[src/rtl/vac_pkg.sv]
// Shared constants and types for the voice allocator with cooldown.
package vac_pkg;

  localparam int NUM_EFFECTS       = 16;
  localparam int VOICES_PER_EFFECT = 8;

  localparam int FX_W    = 4;
  localparam int COUNT_W = 4;
  localparam int CD_W    = 16;
  localparam int BUSY_W  = 8;
  localparam int TIME_W  = 32;
  localparam int ID_W    = 8;

  localparam int IN_TDATA_W  = 64;
  localparam int OUT_TDATA_W = 16;

  localparam int NUM_IDX_W  = (NUM_EFFECTS > 1) ? $clog2(NUM_EFFECTS) : 1;
  localparam int CELL_IDX_W = (NUM_IDX_W > FX_W) ? NUM_IDX_W : FX_W;
  localparam int SLOT_W     = (VOICES_PER_EFFECT > 1) ? $clog2(VOICES_PER_EFFECT) : 1;
  localparam int CNT_W      = $clog2(VOICES_PER_EFFECT + 1);
  localparam int SCAN_BUSY_W = (VOICES_PER_EFFECT > BUSY_W) ? VOICES_PER_EFFECT : BUSY_W;
  localparam int MEM_DEPTH  = NUM_EFFECTS * VOICES_PER_EFFECT;
  localparam int ADDR_W     = (MEM_DEPTH > 1) ? $clog2(MEM_DEPTH) : 1;

  localparam logic REQ_PLAY = 1'b0;
  localparam logic REQ_TICK = 1'b1;

  typedef struct packed {
    logic                tick;
    logic                load;
    logic [FX_W-1:0]     fx;
    logic [CD_W-1:0]     reload;
  } cd_ctrl_t;

endpackage

[src/rtl/voice_allocator_with_cooldown_core.sv]
// Top level of the voice allocator: cooldown cell row and request sequencer.
//
//  channel | dir | tdata (low bit up)                              | tuser
//  s_axis  | in  | fx_index, voice_count, cooldown_reload,         | req_type
//          |     | busy_mask, now_time                             |
//  m_axis  | out | granted, voice_num, stole                       | -
//
//  A tick goes from the transfer straight to the result stage; a play refused or given an
//  idle voice passes the check stage, and the write stage when granted, first.
//  A steal scans the start-time memory one slot a cycle over voice_count slots,
//  with voice_count capped at 8.
//  The single read port of the start-time memory sets the scan length.
//  Reset clears all cooldowns and marks every start time as zero at once.
//  One request is in flight at a time; a stalled result holds the block before idle.
module voice_allocator_with_cooldown_core import vac_pkg::*; (
  input  logic                   clk_i,
  input  logic                   rst_ni,
  input  logic                   s_axis_tvalid,
  output logic                   s_axis_tready,
  // fx_index[3:0], voice_count[7:4], cooldown_reload[23:8], busy_mask[31:24],
  // now_time[63:32]
  input  logic [IN_TDATA_W-1:0]  s_axis_tdata,
  // req_type[0]
  input  logic                   s_axis_tuser,
  output logic                   m_axis_tvalid,
  input  logic                   m_axis_tready,
  // granted[0], voice_num[8:1], stole[9], zero fill[15:10]
  output logic [OUT_TDATA_W-1:0] m_axis_tdata
);

  cd_ctrl_t             cd_ctrl;
  logic [NUM_EFFECTS:0] blocked_chain;

  assign blocked_chain[0] = 1'b0;

  for (genvar i = 0; i < NUM_EFFECTS; i++) begin : g_cell
    vac_cell u_cell (
      .clk_i     (clk_i),
      .rst_ni    (rst_ni),
      .idx_i     (CELL_IDX_W'(i)),
      .ctrl_i    (cd_ctrl),
      .blocked_i (blocked_chain[i]),
      .blocked_o (blocked_chain[i+1])
    );
  end

  vac_ctrl u_ctrl (
    .clk_i         (clk_i),
    .rst_ni        (rst_ni),
    .s_axis_tvalid (s_axis_tvalid),
    .s_axis_tready (s_axis_tready),
    .s_axis_tdata  (s_axis_tdata),
    .s_axis_tuser  (s_axis_tuser),
    .m_axis_tvalid (m_axis_tvalid),
    .m_axis_tready (m_axis_tready),
    .m_axis_tdata  (m_axis_tdata),
    .cd_ctrl_o     (cd_ctrl),
    .blocked_i     (blocked_chain[NUM_EFFECTS])
  );

endmodule

[src/rtl/vac_cell.sv]
// One cooldown cell of the effect row: counter, tick decrement and blocked chain.
module vac_cell import vac_pkg::*; (
  input  logic                  clk_i,
  input  logic                  rst_ni,
  input  logic [CELL_IDX_W-1:0] idx_i,
  input  cd_ctrl_t              ctrl_i,
  input  logic                  blocked_i,
  output logic                  blocked_o
);

  logic [CD_W-1:0] cd_q, cd_d;
  logic            hit;

  assign hit = (CELL_IDX_W'(ctrl_i.fx) == idx_i);

  always_comb begin
    cd_d = cd_q;
    if (ctrl_i.load && hit) begin
      cd_d = ctrl_i.reload;
    end else if (ctrl_i.tick && (cd_q != '0)) begin
      cd_d = cd_q - CD_W'(1);
    end
  end

  always_ff @(posedge clk_i or negedge rst_ni) begin
    if (!rst_ni) begin
      cd_q <= '0;
    end else begin
      cd_q <= cd_d;
    end
  end

  assign blocked_o = blocked_i | (hit & (cd_q != '0));

endmodule

[src/rtl/vac_ctrl.sv]
// Request sequencer: slot choice, oldest-voice scan over start-time memory, result register.
module vac_ctrl import vac_pkg::*; (
  input  logic                   clk_i,
  input  logic                   rst_ni,
  input  logic                   s_axis_tvalid,
  output logic                   s_axis_tready,
  input  logic [IN_TDATA_W-1:0]  s_axis_tdata,
  input  logic                   s_axis_tuser,
  output logic                   m_axis_tvalid,
  input  logic                   m_axis_tready,
  output logic [OUT_TDATA_W-1:0] m_axis_tdata,
  output cd_ctrl_t               cd_ctrl_o,
  input  logic                   blocked_i
);

  localparam logic [2:0] ST_IDLE  = 3'd0;
  localparam logic [2:0] ST_CHECK = 3'd1;
  localparam logic [2:0] ST_SCAN  = 3'd2;
  localparam logic [2:0] ST_WRITE = 3'd3;
  localparam logic [2:0] ST_OUT   = 3'd4;

  logic [2:0]          state_q, state_d;
  logic [FX_W-1:0]     fx_q, fx_d;
  logic [CNT_W-1:0]    cnt_q, cnt_d;
  logic [CD_W-1:0]     reload_q, reload_d;
  logic [BUSY_W-1:0]   busy_q, busy_d;
  logic [TIME_W-1:0]   now_q, now_d;
  logic                granted_q, granted_d;
  logic                stole_q, stole_d;
  logic [SLOT_W-1:0]   pick_q, pick_d;
  logic [CNT_W-1:0]    idx_q, idx_d;
  logic                pend_q;
  logic [SLOT_W-1:0]   pidx_q;
  logic [TIME_W-1:0]   oldest_q, oldest_d;

  logic                out_valid_q, out_valid_d;
  logic                out_granted_q, out_granted_d;
  logic [ID_W-1:0]     out_id_q, out_id_d;
  logic                out_stole_q, out_stole_d;

  logic [TIME_W-1:0]   mem [MEM_DEPTH];
  logic [MEM_DEPTH-1:0] vld_q;
  logic [TIME_W-1:0]   rdata_q;
  logic                rd_ok_q;
  logic [TIME_W-1:0]   rd_time;

  logic                in_xfer;
  logic                scan_issue;
  logic                mem_we;
  logic [ADDR_W-1:0]   raddr;
  logic [ADDR_W-1:0]   waddr;
  logic                fx_ok;
  logic [CNT_W-1:0]    cnt_sat;
  logic [SCAN_BUSY_W-1:0] busy_ext;
  logic                idle_found;
  logic [SLOT_W-1:0]   idle_slot;
  logic                out_load;

  assign s_axis_tready = (state_q == ST_IDLE);
  assign in_xfer       = s_axis_tvalid & s_axis_tready;
  assign scan_issue    = (state_q == ST_SCAN) && (idx_q < cnt_q);
  assign mem_we        = (state_q == ST_WRITE);
  assign out_load      = (state_q == ST_OUT) && (!out_valid_q || m_axis_tready);

  assign raddr   = ADDR_W'(32'(fx_q) * VOICES_PER_EFFECT + 32'(idx_q[SLOT_W-1:0]));
  assign waddr   = ADDR_W'(32'(fx_q) * VOICES_PER_EFFECT + 32'(pick_q));
  assign fx_ok   = (32'(fx_q) < NUM_EFFECTS);
  assign rd_time = rd_ok_q ? rdata_q : '0;
  assign busy_ext = SCAN_BUSY_W'(busy_q);

  always_comb begin
    if (32'(s_axis_tdata[7:4]) > VOICES_PER_EFFECT) begin
      cnt_sat = CNT_W'(VOICES_PER_EFFECT);
    end else begin
      cnt_sat = CNT_W'(s_axis_tdata[7:4]);
    end
  end

  always_comb begin
    idle_found = 1'b0;
    idle_slot  = '0;
    for (int i = VOICES_PER_EFFECT - 1; i >= 0; i--) begin
      if ((32'(cnt_q) > i) && !busy_ext[i]) begin
        idle_found = 1'b1;
        idle_slot  = SLOT_W'(i);
      end
    end
  end

  always_comb begin
    state_d   = state_q;
    fx_d      = fx_q;
    cnt_d     = cnt_q;
    reload_d  = reload_q;
    busy_d    = busy_q;
    now_d     = now_q;
    granted_d = granted_q;
    stole_d   = stole_q;
    pick_d    = pick_q;
    idx_d     = idx_q;
    oldest_d  = oldest_q;
    unique case (state_q)
      ST_IDLE: begin
        if (in_xfer) begin
          fx_d      = s_axis_tdata[3:0];
          cnt_d     = cnt_sat;
          reload_d  = s_axis_tdata[23:8];
          busy_d    = s_axis_tdata[31:24];
          now_d     = s_axis_tdata[63:32];
          granted_d = 1'b0;
          stole_d   = 1'b0;
          pick_d    = '0;
          state_d   = (s_axis_tuser == REQ_TICK) ? ST_OUT : ST_CHECK;
        end
      end
      ST_CHECK: begin
        if (!fx_ok || blocked_i || (cnt_q == '0)) begin
          state_d = ST_OUT;
        end else if (idle_found) begin
          granted_d = 1'b1;
          pick_d    = idle_slot;
          state_d   = ST_WRITE;
        end else begin
          granted_d = 1'b1;
          stole_d   = 1'b1;
          idx_d     = '0;
          state_d   = ST_SCAN;
        end
      end
      ST_SCAN: begin
        if (scan_issue) begin
          idx_d = idx_q + CNT_W'(1);
        end
        if (pend_q && ((pidx_q == '0) || (rd_time < oldest_q))) begin
          oldest_d = rd_time;
          pick_d   = pidx_q;
        end
        if (!scan_issue && !pend_q) begin
          state_d = ST_WRITE;
        end
      end
      ST_WRITE: begin
        state_d = ST_OUT;
      end
      ST_OUT: begin
        if (out_load) begin
          state_d = ST_IDLE;
        end
      end
      default: begin
        state_d = ST_IDLE;
      end
    endcase
  end

  always_comb begin
    out_valid_d   = out_valid_q;
    out_granted_d = out_granted_q;
    out_id_d      = out_id_q;
    out_stole_d   = out_stole_q;
    if (out_valid_q && m_axis_tready) begin
      out_valid_d = 1'b0;
    end
    if (out_load) begin
      out_valid_d   = 1'b1;
      out_granted_d = granted_q;
      out_stole_d   = stole_q;
      out_id_d      = granted_q ?
                      ID_W'(32'(fx_q) * VOICES_PER_EFFECT + 32'(pick_q) + 1) : '0;
    end
  end

  always_ff @(posedge clk_i or negedge rst_ni) begin
    if (!rst_ni) begin
      state_q     <= ST_IDLE;
      granted_q   <= 1'b0;
      stole_q     <= 1'b0;
      pend_q      <= 1'b0;
      idx_q       <= '0;
      out_valid_q <= 1'b0;
    end else begin
      state_q     <= state_d;
      granted_q   <= granted_d;
      stole_q     <= stole_d;
      pend_q      <= scan_issue;
      idx_q       <= idx_d;
      out_valid_q <= out_valid_d;
    end
  end

  always_ff @(posedge clk_i) begin
    fx_q          <= fx_d;
    cnt_q         <= cnt_d;
    reload_q      <= reload_d;
    busy_q        <= busy_d;
    now_q         <= now_d;
    pick_q        <= pick_d;
    oldest_q      <= oldest_d;
    pidx_q        <= idx_q[SLOT_W-1:0];
    out_granted_q <= out_granted_d;
    out_id_q      <= out_id_d;
    out_stole_q   <= out_stole_d;
  end

  always_ff @(posedge clk_i) begin
    if (mem_we) begin
      mem[waddr] <= now_q;
    end
    if (scan_issue) begin
      rdata_q <= mem[raddr];
    end
  end

  always_ff @(posedge clk_i or negedge rst_ni) begin
    if (!rst_ni) begin
      vld_q   <= '0;
      rd_ok_q <= 1'b0;
    end else begin
      if (mem_we) begin
        vld_q[waddr] <= 1'b1;
      end
      if (scan_issue) begin
        rd_ok_q <= vld_q[raddr];
      end
    end
  end

  assign cd_ctrl_o.tick   = in_xfer && (s_axis_tuser == REQ_TICK);
  assign cd_ctrl_o.load   = mem_we;
  assign cd_ctrl_o.fx     = fx_q;
  assign cd_ctrl_o.reload = reload_q;

  assign m_axis_tvalid = out_valid_q;
  assign m_axis_tdata  = OUT_TDATA_W'({out_stole_q, out_id_q, out_granted_q});

  a_stole_granted: assert property (@(posedge clk_i) disable iff (!rst_ni)
    stole_q |-> granted_q)
    else $error("steal flagged without a grant");

  a_write_to_out: assert property (@(posedge clk_i) disable iff (!rst_ni)
    (state_q == ST_WRITE) |=> (state_q == ST_OUT))
    else $error("write-back not followed by result stage");

  a_scan_nonempty: assert property (@(posedge clk_i) disable iff (!rst_ni)
    (state_q == ST_SCAN) |-> (cnt_q != '0) && granted_q && stole_q)
    else $error("scan entered without voices to steal");

  a_accept_leaves_idle: assert property (@(posedge clk_i) disable iff (!rst_ni)
    in_xfer |=> (state_q != ST_IDLE))
    else $error("transfer accepted without leaving idle");

endmodule

[config.mk]
export PLATFORM = sky130hd
export DESIGN_NAME = voice_allocator_with_cooldown_core
export DESIGN_NICKNAME = d
export VERILOG_FILES = /design/src/rtl/vac_pkg.sv /design/src/rtl/voice_allocator_with_cooldown_core.sv /design/src/rtl/vac_cell.sv /design/src/rtl/vac_ctrl.sv
export SDC_FILE = /design/constraint.sdc
export NUM_CORES = 2
export LEC_CHECK = 0
export BUFFER_PORTS_ARGS = -buffer_cell sky130_fd_sc_hd__buf_2
export CORE_MARGIN = 3
export CORE_UTILIZATION = 65
export DETAILED_ROUTE_END_ITERATION = 16
export HOLD_SLACK_MARGIN = 0.12
export PLACE_DENSITY = 0.78
export SETUP_SLACK_MARGIN = 0.05
export SLEW_MARGIN = 20
export SYNTH_ARGS = -nofsm -noshare
export SYNTH_HDL_FRONTEND = slang
export SYNTH_SLANG_ARGS = --single-unit
export TNS_END_PERCENT = 10
[constraint.sdc]
create_clock -name clk_i -period 13 [get_ports clk_i]
set_input_delay 2.6 -clock clk_i [delete_from_list [all_inputs] [get_ports clk_i]]
set_output_delay 2.6 -clock clk_i [all_outputs]
set_load 0.01 [all_outputs]
==> After elaboration in Yosys (flattened, before gate mapping) <==
Memories as Yosys holds them, arrays and structs flattened. A register that Yosys moved wholly into a read port is not among the register bits.
Index checks and enable logic that the tools add are counted.
{ "op_classes": {"bitwise_logic": 33, "n_eq_ne": 27, "add_sub_neg": 20, "reduce_logical": 108, "order_cmp": 14, "muxes": 79} }
{ "ops": {"columns": ["operator", "n"], "rows": [
  ["16-bit two-way mux", 32],
  ["16-bit nonzero test", 16],
  ["16-bit by 1-bit subtractor with 16-bit output, second input constant", 16],
  ["128-bit OR", 1],
  ["3-bit two-way mux", 17],
  ["1-bit logical AND", 47],
  ["2-bit nonzero test", 19],
  ["4-bit equality test, second input constant", 8],
  ["32-bit less-than comparator", 1],
  ["32-bit two-way mux", 1],
  ["1-bit two-way mux", 19],
  ["1-bit bitwise AND", 17],
  ["4-bit by 3-bit equality test with 1-bit output, second input constant", 4],
  ["4-bit by 3-bit greater-than comparator with 1-bit output, second input constant", 4],
  ["7-bit by 8-bit less-than comparator with 1-bit output, second input constant", 2],
  ["1-bit OR", 15],
  ["3-bit case mux with 5 select lines", 1],
  ["4-bit two-way mux", 3],
  ["1-bit zero test", 11],
  ["2-bit inequality test, second input constant", 5],
  ["3-bit case mux with 3 select lines", 1],
  ["7-bit by 3-bit adder with 8-bit output", 1],
  ["8-bit by 1-bit adder with 8-bit output, second input constant", 1],
  ["4-bit by 2-bit equality test with 1-bit output, second input constant", 2],
  ["24 further kinds", 37]
]} }
{ "totals": {"n_memories": 1, "wordCells": 317, "ramBits": 4096, "in_bits": 69, "out_inout_bits": 18, "regBits": 508} }
{ "mem_list": {"columns": ["memory", "depth", "width", "rd", "rd_clocked_by_memory_dff", "write_ports", "line_no", "source"], "rows": [
  ["u_ctrl.mem", 128, 32, 1, 1, 1, "vac_ctrl.sv:41", "logic [TIME_W-1:0] mem [MEM_DEPTH];"]
]} }

==> Depth between registers and ports, before layout <==
{ "logic_depth": {"word_depth": 20, "ltp_mapped": 11} }

==> By module <==
A second synthesis with hierarchy kept.
{ "hier_totals": {"cells_unflattened": 8697, "area_unflattened_um2": 185796.9} }
{ "modules_own_cells": {"columns": ["module", "area_each_um2", "cells_each", "seq_area_each_um2", "n_inst"], "rows": [
  ["vac_ctrl", 167231.6, 6823, 130795.4, 1],
  ["vac_cell", 1159.9, 117, 400.4, 16],
  ["voice_allocator_with_cooldown_core", 7.5, 2, 0.0, 1]
]} }

==> Worst setup path after synthesis <==
Ideal clock, no wire load.
{ "synth_timing": {"kind": "register to register", "start": "reg u_ctrl.state_q[2]", "end": "mem u_ctrl.mem[57][0], enable pin", "required_time_ns": 12.538, "n_path_buf": 3, "synth_period_minus_slack_ns": 4.689, "arrival_time_ns": 4.226, "setup_ns": 0.462, "stages_incl_launch_ff": 8, "path_slack_ns": 8.311, "path_cell_list": "dfrtp_1 -> clkbuf_1 -> nor2b_1 -> nand2_1 -> or4b_2 -> clkbuf_1 -> clkbuf_1 -> nor3_1"} }
{ "synth_via": {"elab_chain_cells": 3} }
{ "synth_lines": {"columns": ["element", "line_no", "source"], "rows": [
  ["from (decl)", "vac_ctrl.sv:22", "logic [2:0] state_q, state_d;"],
  ["from (signal assigned)", "vac_ctrl.sv:182", "state_q <= state_d;"],
  ["3-bit by 2-bit equality test with 1-bit output", "vac_ctrl.sv:62", "assign mem_we = (state_q == ST_WRITE);"],
  ["1-bit two-way mux", "vac_ctrl.sv:206", "if (mem_we) begin"],
  ["1-bit two-way mux (not written as such)", "vac_ctrl.sv:207", "mem[waddr] <= now_q;"],
  ["to (decl)", "vac_ctrl.sv:41", null]
]} }
Every way passes these cells.

==> Final worst setup path <==
{ "layout_timing": {"start": "reg u_ctrl.idx_q[0]", "end": "reg u_ctrl.rdata_q[28] (read register of u_ctrl.mem), data pin"} }
{ "layout_via": {"elab_chain_cells": 2, "elab_cells_between_ends": 3, "cone_classes": "add/sub (1); order compare (1); reduce/logical (1)"} }
{ "layout_lines": {"columns": ["element", "line_no", "source"], "rows": [
  ["from (decl)", "vac_ctrl.sv:31", "logic [CNT_W-1:0] idx_q, idx_d;"],
  ["from (signal assigned)", "vac_ctrl.sv:186", "idx_q <= idx_d;"],
  ["branches (longest 2 deep; another with 7-bit by 3-bit adder with 7-bit output)", null, null],
  ["to (decl)", "vac_ctrl.sv:43", "logic [TIME_W-1:0] rdata_q;"]
]} }
Parallel ways; which one is timed is not known.
A chain may end at the register's enable or synchronous reset.

==> run_summary.xml <==
<?xml version="1.0" encoding="UTF-8"?>
<metrics>
  <group name="yosys">
    <metric name="synthesis.area" unit="µm²">182000</metric>
    <metric name="synth_sequential_area_ratio" unit="">0.754</metric>
    <metric name="synth_cell_types" unit="">86</metric>
    <metric name="synth_area_leaders" unit="">edfxtp_1, mux4_2, dfrtp_1, mux2i_1, o22ai_1</metric>
    <metric name="synth_top_area_cell" unit="">edfxtp_1</metric>
    <metric name="synthCells" unit="">9075</metric>
    <metric name="synthesized_area_per_cell" unit="µm²">20.0</metric>
    <metric name="yosys_warnings" unit="">0</metric>
    <metric name="prevailing_post_synth_register_cell" unit="">edfxtp_1</metric>
    <metric name="post-synth-top-area-fraction" unit="">0.699</metric>
    <metric name="synth_enable_flop_cells" unit="">4237</metric>
    <metric name="ys_async_sr_fraction" unit="">0.0854</metric>
    <metric name="synth-seq-cells" unit="">4636</metric>
  </group>
  <group name="placement">
    <metric name="postPlaceCellArea" unit="µm²">189000</metric>
    <metric name="globalplace.congestion" unit="">0.869</metric>
    <metric name="detailedPlacementHpwl" unit="mm">277</metric>
    <metric name="io_buffers" unit="">80</metric>
  </group>
  <group name="clock_tree">
    <metric name="ctsHtreeMaxLevel" unit="">5</metric>
    <metric name="post_cts_hold_buffer_count" unit="">0</metric>
    <metric name="clk_root_buffer_cell" unit="">clkbuf_16</metric>
    <metric name="ctsResizeCount" unit="">0</metric>
    <metric name="numCtsBuffers" unit="">437</metric>
    <metric name="clk_transition_reported_paths" unit="ps">60</metric>
    <metric name="cts_tree" unit="">built</metric>
    <metric name="postCtsSetupBuffers" unit="">0</metric>
    <metric name="worst_skew_pair.late_latency" unit="ps">970</metric>
    <metric name="clock_tree.buffer_depth" unit="">4</metric>
    <metric name="cts_sinks" unit="">4636</metric>
  </group>
  <group name="critical_path">
    <metric name="crit_type" unit="">reg -&gt; reg</metric>
    <metric name="r2r_startpoint" unit="">u_ctrl.idx_q[0]</metric>
    <metric name="critPathLaunch" unit="">u_ctrl.idx_q[0]</metric>
    <metric name="worst_setup_path_end_kind" unit="">register</metric>
    <metric name="crit_arrival" unit="ps">6220</metric>
    <metric name="startpoint_type" unit="">register</metric>
    <metric name="crit_chain" unit="">buf_12, buf_12, buf_4, mux4_2, mux2i_1, o22ai_1, o31ai_1, o21ai_0</metric>
    <metric name="crit_family" unit="">buffers and inverters</metric>
    <metric name="critical_path.endpoint" unit="">u_ctrl.rdata_q[28]</metric>
    <metric name="timing.critical_path.slowest_cell_delay" unit="ps">1000</metric>
    <metric name="timing.critical_path.depth" unit="">8</metric>
    <metric name="cp_num_buf_inv" unit="">3</metric>
    <metric name="cp_data_required_time" unit="ps">13630</metric>
    <metric name="critical_path.reg2reg.endpoint" unit="">u_ctrl.rdata_q[28]</metric>
    <metric name="worstPathMaxFanout" unit="">82</metric>
    <metric name="regToRegSetupSlack" unit="ps">7410</metric>
    <metric name="crit_path_frequent_cell" unit="">buf_12</metric>
    <metric name="cp_slowest_cell" unit="">o31ai_1</metric>
    <metric name="worst-r2r-cell-count" unit="">8</metric>
  </group>
  <group name="power_and_ir_drop">
    <metric name="power.net_switching" unit="µW">12200</metric>
    <metric name="power_frac_seq" unit="">0.441</metric>
    <metric name="max-vdd-ir-drop" unit="V">0.000178</metric>
    <metric name="clock_power_share" unit="">0.315</metric>
    <metric name="power.internal" unit="µW">28500</metric>
    <metric name="cellPowerDensity" unit="nW/µm²">201</metric>
    <metric name="p_comb_frac" unit="">0.244</metric>
    <metric name="power.share.switching" unit="">0.300</metric>
    <metric name="leakagePower" unit="µW">0.0682</metric>
  </group>
  <group name="timing">
    <metric name="period_minus_slack" unit="ps">5590</metric>
    <metric name="setup_tns" unit="ps">0</metric>
    <metric name="timing_worst_slew_pin_value" unit="ps">1280</metric>
    <metric name="grt_setup_unrepaired" unit="">false</metric>
    <metric name="finalHoldViolations" unit="">0</metric>
    <metric name="maxClockFrequency" unit="MHz">179</metric>
    <metric name="slew_violations" unit="">0</metric>
    <metric name="final-setup-viol-count" unit="">0</metric>
    <metric name="period_share" unit="">0.430</metric>
    <metric name="worst_slew_margin_rel" unit="">0.142</metric>
    <metric name="skew" unit="ps">45.9</metric>
  </group>
  <group name="grt">
    <metric name="grt_pass1_wl" unit="mm">736</metric>
    <metric name="grt_util_met2" unit="">0.550</metric>
    <metric name="grt.met3_usage" unit="">0.108</metric>
    <metric name="grt-ovfl-total" unit="">0</metric>
    <metric name="grt-busiest-layer" unit="">met2</metric>
    <metric name="gr-usage-all-layers" unit="">0.365</metric>
    <metric name="grt_max_degree" unit="">155</metric>
    <metric name="grt_use_met1" unit="">0.494</metric>
    <metric name="grt_pass1_vias" unit="">99900</metric>
    <metric name="initial_antenna_violation_count" unit="">43</metric>
  </group>
  <group name="floorplanning">
    <metric name="dieArea" unit="µm²">286000</metric>
    <metric name="core.rowCount" unit="">193</metric>
    <metric name="placeableCoreArea" unit="µm²">277000</metric>
    <metric name="vertical_die_dimension" unit="µm">535</metric>
    <metric name="start_util" unit="">0.656</metric>
    <metric name="width_of_the_die" unit="µm">535</metric>
    <metric name="pin_count" unit="">87</metric>
  </group>
  <group name="final_layout">
    <metric name="drive_gt1_frac" unit="">0.249</metric>
    <metric name="fillers" unit="">14800</metric>
    <metric name="num-nets-final" unit="">9548</metric>
    <metric name="mostFrequentLayoutCell" unit="">edfxtp_1</metric>
    <metric name="post_synthesis_to_final_layout_area_growth" unit="%">11.7</metric>
    <metric name="final_area" unit="µm²">203000</metric>
    <metric name="layout.cells.most_common_list" unit="">edfxtp_1, mux4_2, mux2i_1</metric>
  </group>
  <group name="run_status">
    <metric name="run_status" unit="">completed</metric>
  </group>
  <group name="job">
    <metric name="max-cap-violations" unit="">0</metric>
  </group>
  <group name="hold_path">
    <metric name="timing.hold.worst.class" unit="">reg -&gt; reg</metric>
  </group>
  <group name="drt">
    <metric name="wl_per_cell" unit="µm">38.3</metric>
    <metric name="drt.antenna.violating_nets" unit="">0</metric>
    <metric name="detail_route.vias_per_cell" unit="">7.39</metric>
    <metric name="number_of_vias_after_detailed_routing" unit="">99900</metric>
    <metric name="drtPass1Iterations" unit="">8</metric>
    <metric name="drc" unit="">0</metric>
    <metric name="drt_iter0_drc" unit="">16800</metric>
    <metric name="totalWireLength" unit="mm">518</metric>
  </group>
</metrics>
==> through the flow <==
| step | total power [µW] | hold slack [ps] | util | cells | worst slack [ps] |
|---|---|---|---|---|---|
| floorplan | 24400 | 368 | - | 9080 | 8310 |
| global placement | 27600 | 445 | 0.680 | 12700 | 6920 |
| detailed placement | 27900 | 447 | 0.680 | 12700 | 7410 |
| CTS | 40600 | 462 | 0.732 | 13500 | 7320 |
| global route | 41800 | 467 | 0.732 | 13500 | 7060 |
| finish | 40800 | 464 | 0.732 | 13500 | 7410 |
==> kinds of logic (layout without fill, tap and decap cells) <==
| group | count (synthesis) | after routing | share of synthesized area |
|---|---|---|---|
| buffers and inverters | 592 | 1303 | 0.0133 |
| other | 1 | 21 | 0.0000206 |
| xor gates and xnor gates | 117 | 117 | 0.00563 |
| DFF | 4636 | 4636 | 0.754 |
| AOI/OAI and AO/OA | 809 | 809 | 0.0293 |
| adders and majority gates | 52 | 52 | 0.00358 |
| and+or+nand+nor | 1283 | 1283 | 0.0341 |
| muxes | 1585 | 1585 | 0.160 |
==> worst min-delay path by stage <==
stage | start | endpoint | cells past startpoint
final | u_ctrl.vld_q[94] | u_ctrl.vld_q[94] | 1
after global routing | u_ctrl.vld_q[13] | u_ctrl.vld_q[13] | 1
after detailed placement | u_ctrl.vld_q[54] | u_ctrl.vld_q[54] | 1
after global placement | u_ctrl.vld_q[43] | u_ctrl.vld_q[43] | 1
after floorplan | u_ctrl.idx_q[0] | u_ctrl.pidx_q[0] | 0
after CTS | u_ctrl.vld_q[13] | u_ctrl.vld_q[13] | 1
==> power groups by stage <==
stage | sequential [µW] | combinational (µW) | clock [µW]
global placement | 18200 | 9350 | 0
detailed placement | 18200 | 9610 | 0
finish | 18000 | 9960 | 12900
CTS | 17900 | 9780 | 12900
global route | 18000 | 10400 | 13500
floorplan | 18500 | 5930 | 0
==> synth_stat cells, types with 52 or more instances <==
| cell | n |
|---|---|
| mux4_2 | 1056 |
| a21oi_1 | 67 |
| or2_2 | 136 |
| nand2_1 | 386 |
| o311ai_0 | 75 |
| nor2_1 | 339 |
| xnor2_1 | 64 |
| nor3_1 | 93 |
| buf_1 | 93 |
| buf_2 | 105 |
| o21ai_0 | 197 |
| ha_1 | 52 |
| edfxtp_1 | 4237 |
| xor2_1 | 53 |
| mux2i_1 | 528 |
| nand3_1 | 67 |
| clkbuf_1 | 297 |
| inv_1 | 81 |
| dfrtp_1 | 396 |
| o22ai_1 | 272 |
==> final cells by class <==
cell class / instances / area (µm²) / area share
Sequential cell: 4636 / 137000 / 0.675
Antenna cell: 15 / 37.5 / 0.000185
Timing Repair Buffer: 418 / 3190 / 0.0157
Inverter: 82 / 315 / 0.00155
Multi-Input combinational cell: 3852 / 43400 / 0.214
Clock buffer: 557 / 11700 / 0.0574
Clock inverter: 246 / 2660 / 0.0131
Tap cell: 3705 / 4640 / 0.0228
==> sequential cells by signal, summed over array words and instances (netlist names), 4 cells and up <==
register,cells
u_ctrl.busy_ext,8
u_ctrl.out_id_q,8
u_ctrl.reload_q,16
u_ctrl.rdata_q,32
u_ctrl.mem,4096
u_ctrl.idx_q,4
g_cell.u_cell.cd_q,256
u_ctrl.cnt_q,4
u_ctrl.fx_q,4
u_ctrl.oldest_q,32
u_ctrl.vld_q,128
u_ctrl.now_q,32
==> per-layer routing <==
layer / vias to the layer above / wire [µm]
met4: 18 / 32200
met1: 51200 / 170000
met5: - / 109
met2: 9129 / 239000
met3: 1580 / 76900
li1: 37900 / -
Note: power is estimated with default switching activity, not from simulation.
